[config.mk]
export PLATFORM = sky130hd
export DESIGN_NAME = lru_dedup_table_with_expiry
export DESIGN_NICKNAME = d
export VERILOG_FILES = /design/src/ldt_pkg.sv /design/src/ldt_cell.sv /design/src/lru_dedup_table_with_expiry.sv
export SDC_FILE = /design/constraint.sdc
export NUM_CORES = 2
export LEC_CHECK = 0
export BUFFER_PORTS_ARGS = -buffer_cell sky130_fd_sc_hd__buf_2
export CAP_MARGIN = 20
export CORE_MARGIN = 2
export CORE_UTILIZATION = 35
export CTS_CLUSTER_SIZE = 20
export DETAILED_ROUTE_END_ITERATION = 16
export GPL_TIMING_DRIVEN = 0
export SKIP_CTS_REPAIR_TIMING = 1
export SYNTH_ARGS = -nofsm -noshare
export SYNTH_HDL_FRONTEND = slang
export SYNTH_SLANG_ARGS = --single-unit
export TNS_END_PERCENT = 50
[constraint.sdc]
create_clock -name clock -period 6.44 [get_ports clock]
set_clock_uncertainty 0.2 [all_clocks]
set_input_delay 0.322 -clock clock [delete_from_list [all_inputs] [get_ports clock]]
set_output_delay 0.322 -clock clock [all_outputs]
set_load 0.03 [all_outputs]
[src/ldt_pkg.sv]
// Shared types, codes and helpers for the recency-ordered track table.
// No dependencies; used by ldt_cell and lru_dedup_table_with_expiry.
package ldt_pkg;

   localparam int KEY_W   = 32;
   localparam int STAMP_W = 32;
   localparam int COUNT_W = 4;

   localparam logic [3:0] NO_DIRECTION = 4'hF;

   // command codes
   localparam logic CMD_RECORD = 1'b0;
   localparam logic CMD_PRUNE  = 1'b1;

   // track kinds
   localparam logic [1:0] KIND_IN  = 2'd0;
   localparam logic [1:0] KIND_OUT = 2'd1;

   // outcome codes
   localparam logic [1:0] OUT_REFRESH = 2'd0;
   localparam logic [1:0] OUT_INSERT  = 2'd1;
   localparam logic [1:0] OUT_EVICT   = 2'd2;
   localparam logic [1:0] OUT_PRUNE   = 2'd3;

   // cell operation codes
   typedef logic [2:0] op_type;
   localparam op_type OP_HOLD    = 3'd0;
   localparam op_type OP_MARK    = 3'd1;
   localparam op_type OP_COMPACT = 3'd2;
   localparam op_type OP_SEARCH  = 3'd3;
   localparam op_type OP_MOVE    = 3'd4;
   localparam op_type OP_REFRESH = 3'd5;
   localparam op_type OP_INSERT  = 3'd6;

   typedef logic [KEY_W-1:0]   key_type;
   typedef logic [STAMP_W-1:0] stamp_type;
   typedef logic [COUNT_W-1:0] count_type;

   typedef struct packed {
      logic        command;
      logic [15:0] name_id;
      logic [7:0]  race_id;
      logic [3:0]  direction;
      logic [1:0]  track_kind;
      logic [31:0] now;
   } req_type;

   typedef struct packed {
      logic [1:0] outcome;
      count_type  live_count;
      count_type  pruned_count;
   } rsp_type;

   typedef struct packed {
      logic      valid;
      key_type   key;
      stamp_type stamp;
   } entry_type;

   // broadcast to every cell
   typedef struct packed {
      op_type    op;
      key_type   key;
      stamp_type now;
      stamp_type threshold;
   } cell_ctrl_type;

   // what a cell shows its neighbors and the controller
   typedef struct packed {
      entry_type entry;
      logic      hit;
      logic      drop;
   } cell_status_type;

   function automatic key_type make_key(input req_type req);
      logic [3:0] from_dir;
      logic [3:0] to_dir;
      from_dir = (req.track_kind == KIND_IN)  ? req.direction : NO_DIRECTION;
      to_dir   = (req.track_kind == KIND_OUT) ? req.direction : NO_DIRECTION;
      return {req.name_id, req.race_id, from_dir, to_dir};
   endfunction

endpackage

[src/ldt_cell.sv]
// One slot of the recency chain: holds an entry, a hit flag and a drop flag.
// Depends on ldt_pkg; exchanges entries with its left and right neighbors.
module ldt_cell (
   input  logic                     clock,
   input  logic                     reset,
   input  ldt_pkg::cell_ctrl_type   ctrl,
   input  logic                     pair_right,
   input  ldt_pkg::cell_status_type left_in,
   input  ldt_pkg::cell_status_type right_in,
   output ldt_pkg::cell_status_type status
);

   ldt_pkg::entry_type entry_ff, entry_in;
   logic               hit_ff, hit_in;
   logic               drop_ff, drop_in;
   ldt_pkg::stamp_type age;
   logic               expired;

   // time going backwards counts as age zero
   assign age     = (ctrl.now >= entry_ff.stamp) ? (ctrl.now - entry_ff.stamp) : '0;
   assign expired = (age >= ctrl.threshold);

   always_comb begin
      entry_in = entry_ff;
      hit_in   = hit_ff;
      drop_in  = drop_ff;
      unique case (ctrl.op)
         ldt_pkg::OP_HOLD: begin
         end
         ldt_pkg::OP_MARK: begin
            drop_in = entry_ff.valid && expired;
            if (entry_ff.valid && expired) begin
               entry_in.valid = 1'b0;
            end
         end
         ldt_pkg::OP_COMPACT: begin
            // odd-even exchange: a hole swaps with the valid entry on its right
            if (pair_right) begin
               if (!entry_ff.valid && right_in.entry.valid) begin
                  entry_in = right_in.entry;
               end
            end else begin
               if (!left_in.entry.valid && entry_ff.valid) begin
                  entry_in = left_in.entry;
               end
            end
         end
         ldt_pkg::OP_SEARCH: begin
            hit_in = entry_ff.valid && (entry_ff.key == ctrl.key);
         end
         ldt_pkg::OP_MOVE: begin
            // the hit entry steps one place toward the front
            if (hit_ff) begin
               entry_in = left_in.entry;
               hit_in   = 1'b0;
            end else if (right_in.hit) begin
               entry_in = right_in.entry;
               hit_in   = 1'b1;
            end
         end
         ldt_pkg::OP_REFRESH: begin
            if (hit_ff) begin
               entry_in.stamp = ctrl.now;
            end
            hit_in = 1'b0;
         end
         ldt_pkg::OP_INSERT: begin
            entry_in = left_in.entry;
            hit_in   = 1'b0;
         end
         default: begin
         end
      endcase
   end

   // key and stamp carry no reset; only the flags are cleared
   always_ff @(posedge clock) begin
      entry_ff.key   <= entry_in.key;
      entry_ff.stamp <= entry_in.stamp;
      if (reset) begin
         entry_ff.valid <= 1'b0;
         hit_ff         <= 1'b0;
         drop_ff        <= 1'b0;
      end else begin
         entry_ff.valid <= entry_in.valid;
         hit_ff         <= hit_in;
         drop_ff        <= drop_in;
      end
   end

   assign status.entry = entry_ff;
   assign status.hit   = hit_ff;
   assign status.drop  = drop_ff;

endmodule

[src/lru_dedup_table_with_expiry.sv]
// A command marks expired entries, then runs the N-round odd-even compaction
// (N = MAX_ENTRIES); a record then searches for its key and inserts it on a
// miss, or moves the hit entry one step a cycle to the front. busy stays high
// until the result strobe, so a new command is taken only after the last ends.
// rsp_valid is a one-cycle strobe.
// Synchronous active-high reset empties the table and sets threshold to 3600.
module lru_dedup_table_with_expiry #(
   parameter int MAX_ENTRIES = 8
) (
   input  logic             clock,
   input  logic             reset,
   // command channel
   input  logic             start,
   output logic             busy,
   input  ldt_pkg::req_type req_data,
   // result channel
   output logic             rsp_valid,
   output ldt_pkg::rsp_type rsp_data,
   // threshold register write
   input  logic             csr_valid,
   output logic             csr_ready,
   input  logic [31:0]      csr_data
);

   localparam int IW = (MAX_ENTRIES > 1) ? $clog2(MAX_ENTRIES) : 1;
   localparam int CW = $clog2(MAX_ENTRIES + 1);

   // sequencer states
   localparam logic [2:0] S_IDLE    = 3'd0;
   localparam logic [2:0] S_MARK    = 3'd1;
   localparam logic [2:0] S_COMPACT = 3'd2;
   localparam logic [2:0] S_SEARCH  = 3'd3;
   localparam logic [2:0] S_MOVE    = 3'd4;

   logic [2:0]          state_ff, state_in;
   logic                busy_ff, busy_in;
   logic [IW-1:0]       cnt_ff, cnt_in;
   logic [CW-1:0]       dropped_ff, dropped_in;
   logic [CW-1:0]       live_ff, live_in;
   logic                command_ff, command_in;
   ldt_pkg::key_type    key_ff, key_in;
   ldt_pkg::stamp_type  now_ff, now_in;
   ldt_pkg::stamp_type  threshold_ff;
   logic                rsp_valid_ff, rsp_valid_in;
   ldt_pkg::rsp_type    rsp_ff, rsp_in;

   ldt_pkg::op_type         op;
   logic                    phase;
   ldt_pkg::cell_ctrl_type  ctrl;
   ldt_pkg::cell_status_type status [MAX_ENTRIES];
   ldt_pkg::cell_status_type left_edge, right_edge;
   logic [MAX_ENTRIES-1:0]  hit_vec, valid_vec, drop_vec, pair_right;
   logic                    hit_any;
   logic [CW-1:0]           drop_sum;
   logic                    full;

   assign csr_ready = 1'b1;

   always_ff @(posedge clock) begin
      if (reset) begin
         threshold_ff <= 32'd3600;
      end else if (csr_valid && csr_ready) begin
         threshold_ff <= csr_data;
      end
   end

   // ---------------------------------------------------------------
   // Cell chain. Index 0 is the most recent entry; valid entries are
   // kept packed at the low end. The left edge carries the entry to be
   // inserted (and reads as valid, which keeps cell 0 out of compaction
   // swaps); the right edge is an empty slot.
   // ---------------------------------------------------------------
   assign left_edge.entry.valid  = 1'b1;
   assign left_edge.entry.key    = key_ff;
   assign left_edge.entry.stamp  = now_ff;
   assign left_edge.hit          = 1'b0;
   assign left_edge.drop         = 1'b0;
   assign right_edge             = '0;

   assign ctrl.op        = op;
   assign ctrl.key       = key_ff;
   assign ctrl.now       = now_ff;
   assign ctrl.threshold = threshold_ff;

   for (genvar i = 0; i < MAX_ENTRIES; i++) begin : g_cell
      localparam logic PAR = 1'(i % 2);
      ldt_pkg::cell_status_type left_nb, right_nb;

      if (i == 0) begin : g_first
         assign left_nb = left_edge;
      end else begin : g_mid_l
         assign left_nb = status[i-1];
      end
      if (i == MAX_ENTRIES - 1) begin : g_last
         assign right_nb = right_edge;
      end else begin : g_mid_r
         assign right_nb = status[i+1];
      end

      // pairs (i, i+1) with i of the current parity exchange this round
      assign pair_right[i] = (PAR == phase);

      ldt_cell u_cell (
         .clock      (clock),
         .reset      (reset),
         .ctrl       (ctrl),
         .pair_right (pair_right[i]),
         .left_in    (left_nb),
         .right_in   (right_nb),
         .status     (status[i])
      );

      assign hit_vec[i]   = status[i].hit;
      assign valid_vec[i] = status[i].entry.valid;
      assign drop_vec[i]  = status[i].drop;
   end

   assign hit_any  = |hit_vec;
   assign phase    = cnt_ff[0];
   // drop flags stay in place while entries move, so a scan counts them
   assign drop_sum = dropped_ff + CW'(drop_vec[cnt_ff]);
   assign full     = (live_ff == CW'(MAX_ENTRIES));

   // ---------------------------------------------------------------
   // Sequencer: mark expired, compact N rounds (counting drops), then
   // for a record command search, walk the hit to the front or insert.
   // ---------------------------------------------------------------
   always_comb begin
      state_in     = state_ff;
      busy_in      = busy_ff;
      cnt_in       = cnt_ff;
      dropped_in   = dropped_ff;
      live_in      = live_ff;
      command_in   = command_ff;
      key_in       = key_ff;
      now_in       = now_ff;
      rsp_valid_in = 1'b0;
      rsp_in       = rsp_ff;
      op           = ldt_pkg::OP_HOLD;
      unique case (state_ff)
         S_IDLE: begin
            if (start) begin
               command_in = req_data.command;
               key_in     = ldt_pkg::make_key(req_data);
               now_in     = req_data.now;
               busy_in    = 1'b1;
               state_in   = S_MARK;
            end
         end
         S_MARK: begin
            op         = ldt_pkg::OP_MARK;
            cnt_in     = '0;
            dropped_in = '0;
            state_in   = S_COMPACT;
         end
         S_COMPACT: begin
            op         = ldt_pkg::OP_COMPACT;
            dropped_in = drop_sum;
            if (cnt_ff == IW'(MAX_ENTRIES - 1)) begin
               live_in = live_ff - drop_sum;
               if (command_ff == ldt_pkg::CMD_PRUNE) begin
                  rsp_valid_in        = 1'b1;
                  rsp_in.outcome      = ldt_pkg::OUT_PRUNE;
                  rsp_in.live_count   = ldt_pkg::count_type'(live_ff - drop_sum);
                  rsp_in.pruned_count = ldt_pkg::count_type'(drop_sum);
                  busy_in             = 1'b0;
                  state_in            = S_IDLE;
               end else begin
                  state_in = S_SEARCH;
               end
            end else begin
               cnt_in = cnt_ff + 1'b1;
            end
         end
         S_SEARCH: begin
            op       = ldt_pkg::OP_SEARCH;
            state_in = S_MOVE;
         end
         S_MOVE: begin
            if (!hit_any) begin
               // miss: shift everything back one place, tail falls off if full
               op                  = ldt_pkg::OP_INSERT;
               live_in             = full ? live_ff : live_ff + 1'b1;
               rsp_valid_in        = 1'b1;
               rsp_in.outcome      = full ? ldt_pkg::OUT_EVICT : ldt_pkg::OUT_INSERT;
               rsp_in.live_count   = ldt_pkg::count_type'(full ? live_ff : live_ff + 1'b1);
               rsp_in.pruned_count = ldt_pkg::count_type'(dropped_ff);
               busy_in             = 1'b0;
               state_in            = S_IDLE;
            end else if (hit_vec[0]) begin
               op                  = ldt_pkg::OP_REFRESH;
               rsp_valid_in        = 1'b1;
               rsp_in.outcome      = ldt_pkg::OUT_REFRESH;
               rsp_in.live_count   = ldt_pkg::count_type'(live_ff);
               rsp_in.pruned_count = ldt_pkg::count_type'(dropped_ff);
               busy_in             = 1'b0;
               state_in            = S_IDLE;
            end else begin
               op = ldt_pkg::OP_MOVE;
            end
         end
         default: begin
            busy_in  = 1'b0;
            state_in = S_IDLE;
         end
      endcase
   end

   always_ff @(posedge clock) begin
      if (reset) begin
         state_ff     <= S_IDLE;
         busy_ff      <= 1'b0;
         live_ff      <= '0;
         rsp_valid_ff <= 1'b0;
      end else begin
         state_ff     <= state_in;
         busy_ff      <= busy_in;
         live_ff      <= live_in;
         rsp_valid_ff <= rsp_valid_in;
      end
   end

   always_ff @(posedge clock) begin
      cnt_ff     <= cnt_in;
      dropped_ff <= dropped_in;
      command_ff <= command_in;
      key_ff     <= key_in;
      now_ff     <= now_in;
      rsp_ff     <= rsp_in;
   end

   assign busy      = busy_ff;
   assign rsp_valid = rsp_valid_ff;
   assign rsp_data  = rsp_ff;

`ifndef SYNTHESIS
   // result strobe lasts a single cycle
   a_strobe_single: assert property (@(posedge clock) disable iff (reset)
      rsp_valid |=> !rsp_valid)
      else $error("rsp_valid held longer than one cycle");

   // an accepted command keeps the block busy
   a_busy_after_start: assert property (@(posedge clock) disable iff (reset)
      (start && !busy) |=> busy)
      else $error("busy not raised after accepted start");

   // between commands the valid entries are packed at the front
   a_packed_idle: assert property (@(posedge clock) disable iff (reset)
      !busy |-> (((valid_vec + 1'b1) & valid_vec) == '0))
      else $error("valid entries not packed at the front");

   // live count tracks the number of valid cells between commands
   a_live_matches: assert property (@(posedge clock) disable iff (reset)
      !busy |-> ($countones(valid_vec) == int'(live_ff)))
      else $error("live count disagrees with valid cells");

   // at most one key matches
   a_single_hit: assert property (@(posedge clock) disable iff (reset)
      $onehot0(hit_vec))
      else $error("more than one cell flagged as hit");
`endif

endmodule
# ---- Word-level counts from Yosys, hierarchy flattened
# Index checks and enable logic that the tools add are counted.
dict set report totals {
  mem_bits_rw 0
  ff_bits 659
  out_inout_bits 13
  latch_bits 0
  input_bits 99
  rom_bits 0
  n_memories 0
}
dict set report op_classes {
  n_bitwise 1
  order_cmp 17
  div_mod_pow 0
  n_mux 142
  eq_ne 61
  n_addsub 12
  multipliers 0
  n_shift 0
  n_reduce_logical 73
}
# cell n
set ops {}
lappend ops {{$mux 65} 37}
lappend ops {{$pmux 32 s4} 8}
lappend ops {{$pmux 32 s3} 8}
lappend ops {{$ge 32x32->1} 16}
lappend ops {{$mux 32} 16}
lappend ops {{$eq 32x32->1} 8}
lappend ops {{$sub 32x32->32} 8}
lappend ops {{$reduce_and 5->1} 17}
lappend ops {{$mux 10} 4}
lappend ops {{$ne 2x1->1 const B} 19}
lappend ops {{$pmux 1 s4} 9}
lappend ops {{$reduce_and 4->1} 9}
lappend ops {{$mux 1} 33}
lappend ops {{$ne 3x2->1 const B} 8}
lappend ops {{$logic_and 1x1->1} 23}
lappend ops {{$ne 3x1->1 const B} 7}
lappend ops {{$pmux 1 s3} 7}
lappend ops {{$pmux 10 s2} 1}
lappend ops {{$pmux 4 s2} 2}
lappend ops {{$eq 3x3->1 const B} 5}
lappend ops {{$mux 3} 5}
lappend ops {{$pmux 3 s5} 1}
lappend ops {{$eq 3x2->1 const B} 4}
lappend ops {{$mux 4} 3}
lappend ops {{other kinds (26)} 48}

# ---- Depth between registers and ports, before layout
dict set report logic_depth {
  ltp_word 7
  mapped_depth 25
  ltp_nobuf 23
}

# ---- Cells and area by module
# Synthesis repeated with hierarchy kept, for this count alone.
dict set report hier_totals {
  hier_cells 6553
  area_unflattened_um2 58747.6
}
# module cells_each seq_area_each_um2 area_per_inst_um2 instances
set by_module_without_submodules {}
lappend by_module_without_submodules {{ldt_cell at g_cell[0].u_cell ...} 790 1981.9 6727.7 4}
lappend by_module_without_submodules {{ldt_cell at g_cell[5].u_cell ...} 741 1981.9 6754.0 2}
lappend by_module_without_submodules {{ldt_cell at g_cell[4].u_cell} 782 1981.9 6841.6 1}
lappend by_module_without_submodules {{ldt_cell at g_cell[7].u_cell} 789 1981.9 6746.5 1}
lappend by_module_without_submodules {lru_dedup_table_with_expiry 340 3283.1 4740.8 1}

# ---- Worst setup path before layout
# Ideal clock, no wire load.
dict set report synth_timing {
  path_kind {reg2reg}
  start {register state_ff[1]}
  end {register command_ff, enable pin}
  arrival_ns 5.152
  setup_slack_ns 0.518
  setup_time_ns 0.570
  synth_period_minus_slack_ns 5.922
  path_stages_with_launch 4
  n_path_buf 1
  cell_sequence {dfxtp_1 > clkbuf_1 > nand2b_1 > nor3_1}
}
dict set report synth_via {
  elab_chain_cells 2
}
# item line_no
set synth_rtl {}
lappend synth_rtl {{from (decl)} lru_dedup_table_with_expiry.sv:35} ;# logic [2:0] state_ff, state_in;
lappend synth_rtl {{from (signal assigned)} lru_dedup_table_with_expiry.sv:216} ;# state_ff <= state_in;
lappend synth_rtl {{$logic_not 3->1} lru_dedup_table_with_expiry.sv:140} ;# unique case (state_ff)
lappend synth_rtl {{$reduce_and 2->1 (no source line)} --}
lappend synth_rtl {{to (signal assigned)} lru_dedup_table_with_expiry.sv:226} ;# command_ff <= command_in;
lappend synth_rtl {{to (decl)} lru_dedup_table_with_expiry.sv:40} ;# logic command_ff, command_in;
# Every way passes these cells.
# A chain may end at the register's enable or synchronous reset.

# ---- Worst setup path in the final report
dict set report layout_timing {
  start {register now_ff[0]}
  end {register g_cell[0].u_cell.drop_ff}
}
dict set report layout_via {
  elab_chain_cells 4
  word_cells_on_any_way 5
}
# item line_no
set layout_rtl {}
lappend layout_rtl {{from (decl)} lru_dedup_table_with_expiry.sv:42} ;# ldt_pkg::stamp_type now_ff, now_in;
lappend layout_rtl {{from (signal assigned)} lru_dedup_table_with_expiry.sv:228} ;# now_ff <= now_in;
lappend layout_rtl {{$sub 32x32->32 / $ge 32x32->1 (equally long branches)} ldt_cell.sv:20} ;# assign age = (ctrl.now >= entry_ff.stamp) ? (ctrl.now - entry_ff.stamp) : '0;
lappend layout_rtl {{$mux 32 (*)} ldt_cell.sv:20}
lappend layout_rtl {{$ge 32x32->1 (*)} ldt_cell.sv:21} ;# assign expired = (age >= ctrl.threshold);
lappend layout_rtl {{$logic_and 1x1->1 (*)} ldt_cell.sv:31} ;# drop_in = entry_ff.valid && expired;
lappend layout_rtl {{to (signal assigned)} ldt_cell.sv:87} ;# drop_ff <= drop_in;
lappend layout_rtl {{to (decl)} ldt_cell.sv:15} ;# logic drop_ff, drop_in;
# Every way passes the cells marked *; elsewhere a longest branch is shown, timed or not.

==> results.toml <==
[clock_network]
clkLatencyLatePin_ns = 0.71
cts_buffer_depth = 3
ctsRootBufferMaster = "clkbuf_16"
cts_htree_levels = 3
cts_sinks = 659
cts_made_buffers = 79
cts_tree = "yes"
clkTransAtPathRegs_ns = 0.06

[timing]
finalMaxSlewViolations = 0
worst_pin_slew_ns = 1.24
slew_headroom = 0.173
hold-worst-slack_ns = -0.0176
rsz0062_at_grt = "yes"
fmax_mhz = 156
fin_crit_ns = 6.41
finalCritPeriodShare = 0.996
setup_violations = 0
finalSetupTns_ns = 0
hold_viol = 4

[detailed_routing]
drt_wl_total_mm = 217
ant_nets = 0
drtPass1Iterations = 7
drtIter0Drc = 5597
drc_errors = 0
vias = 47876
routed_via_density = 5.82
wl_per_cell_um = 26.3

[synth]
syn-instance-count = 5755
syn_nets = 6384
synthArstFlopShare = 0
ys_seq_elements = 659
synth-main-ff-cell = "edfxtp_1"
ys_types = 96
avgSynthCellArea_sq_um = 9.17
syn_area_sq_um = 52800
synth-seq-area-share = 0.363
synth_top_area_share = 0.338
synth_top_cell_by_area = "edfxtp_1"
synth_warnings = 0
synth_edf_count = 594
synthTopCellsByArea = "edfxtp_1, ha_1, mux2_2"

[final_layout]
layout.nets = 6781
layout-drive-gt1-share = 0.116
fillers = 14845
syn2layout_area_growth_pct = 16.1

[worst_setup_path]
max_stage_delay_ns = 0.50
crit_path_start_kind = "flop"
regToRegSetupSlack_ns = 0.03
timing.rr.start = "now_ff[0]"
cpMaxStageDelayCell = "edfxtp_1"
cp_common_cell = "a21o_1"
crit_arrival_ns = 6.81
rr_endpoint = "g_cell[0].u_cell.drop_ff"
reg2reg_depth = 28
cp.required_ns = 6.83
crit_type = "reg -> reg"
end_kind = "flop"
cp_max_fo = 10

[min_path]
hold_class = "in -> reg"
min_from = "csr_valid"
holdPathEnd = "threshold_ff[17]"
hold_depth = 3

[pwr]
p_leak_uw = 0.0248
powerDensity_nw_per_um2 = 244
worst_ir_drop_vdd_mv = 0.283

[floorplanning]
die-area_sq_um = 154000
io-pin-count = 112
die_h_um = 392
die-width_um = 392
row_count = 142
core_sq_um = 150000
initial_core_util = 0.352

[run_status]
violations = "negative hold slack"
status = "complete, but fails checks"

[placed_design]
io_buffers = 109
dpl.hpwl_mm = 174
gp_congestion = 0.990

[global_route]
grt_pass1_vias = 45590
antenna_found_initial = 8
grt_pass1_wl_mm = 306
grt_usage = 0.272
grt_max_degree = 25
overflow = 0

[run]
max_cap_violations = 0
[worst max path at each step]
stage / start / to / slack, ns / cells after the start
after floorplan: state_ff[1] / command_ff / 0.52 / 3
after global placement: state_ff[1] / key_ff[5] / -4.69 / 3
after detailed placement: now_ff[0] / g_cell[7].u_cell.status[66] / -2.87 / 23
after CTS: now_ff[0] / g_cell[7].u_cell.status[66] / -2.86 / 23
after global routing: now_ff[0] / g_cell[6].u_cell.status[66] / -0.06 / 26
final: now_ff[0] / g_cell[0].u_cell.drop_ff / 0.03 / 28
[per-stage QoR]
step / instances / util / cell area, sq um / total power [uW] / setup WS (ns)
finish: 8232 / 0.409 / 61300 / 15000 / 0.0251
global route: 8231 / 0.409 / 61300 / 15600 / -0.0573
CTS: 8068 / 0.395 / 59100 / 14700 / -2.86
detailed placement: 7924 / 0.378 / 56500 / 10100 / -2.87
global placement: 7880 / 0.373 / 55900 / 9950 / -4.69
floorplan: 5755 / - / 52800 / 8480 / 0.518
[logic make-up after synthesis]
kind of cell	Yosys count	synth area share
xor+xnor	449	0.0745
fa+ha+maj	530	0.127
simple gates	1703	0.152
buf+inv	601	0.0446
compound gates	1553	0.184
other cells	1	0.0000710
mux	259	0.0548
flops	659	0.363
[state kept, by name, summed over array words and instances, names as in the netlist]
| signal | flops |
|---|---|
| rsp_data | 10 |
| command_ff | 1 |
| g_cell.u_cell.status | 520 |
| rsp_valid | 1 |
| cnt_ff | 3 |
| busy | 1 |
| now_ff | 32 |
| g_cell.u_cell.drop_ff | 8 |
| live_ff | 4 |
| dropped_ff | 4 |
| g_cell.u_cell.hit_ff | 8 |
| state_ff | 3 |
| threshold_ff | 32 |
| key_ff | 32 |
[worst max-delay path, delay by kind of cell (launching register included)]
| family | cells | cell delay, ns |
|---|---|---|
| adders and majority gates | 3 | 0.81 |
| and+or+nand+nor | 2 | 0.18 |
| DFF | 1 | 0.50 |
| buffers and inverters | 8 | 1.45 |
| AOI/OAI and AO/OA | 15 | 3.22 |
[Yosys cell counts, drive strengths merged (116+ instances only)]
master / n
nor2: 591
nand2: 364
o21ai: 461
nand4: 116
edfxtp: 594
a21o: 215
nand3: 195
inv: 366
xnor2: 239
mux2: 221
xor2: 210
a21oi: 423
ha: 521
clkbuf: 187
[where the power goes]
part	leakage, uW	switching [uW]	internal, uW
Sequential	0.00596	268	5030
Clock	0.00125	2010	2590
Combinational	0.0176	3060	1990
Total	0.0248	5340	9610
[per-layer routing]
metal	wire, um	GRT usage	share of wire	up-vias
li1	-	-	-	21946
met1	84900	0.335	0.39	23036
met2	99700	0.449	0.46	2409
met3	18100	0.0475	0.084	479
met4	14100	0.154	0.065	6
met5	39	0	0.00018	-
[final cells by class]
class / instances / area [sq um] / share of cell area
timing repair buffer: 316 / 2800 / 0.0457
buffer: 235 / 1070 / 0.0175
tap: 2016 / 2520 / 0.0412
inverter: 366 / 1380 / 0.0225
sequential: 659 / 19100 / 0.312
clock inverter: 45 / 458 / 0.00747
clock buffer: 99 / 2110 / 0.0345
antenna: 1 / 2.50 / 0.0000408
multi-input combinational: 4495 / 31800 / 0.519
[placed cells by master (no fill, tap or decap), types with 53 or more instances in the layout]
master           n
nand4_1        116
clkbuf_1       187
nand2_1        364
nand2b_1        57
nor2b_1         54
buf_4           53
a21oi_1        414
nand3_1        195
clkbuf_16       81
dfxtp_1         65
edfxtp_1       594
a21o_1         212
a221oi_1        83
o21ai_0        445
xnor2_1        239
xor2_1         210
inv_1          364
ha_1           519
dlygate4sd3_1  101
nor2_1         581
nor3_1          84
mux2_2         221
buf_2          123
No activity file was read; power rests on OpenSTA's default activity.
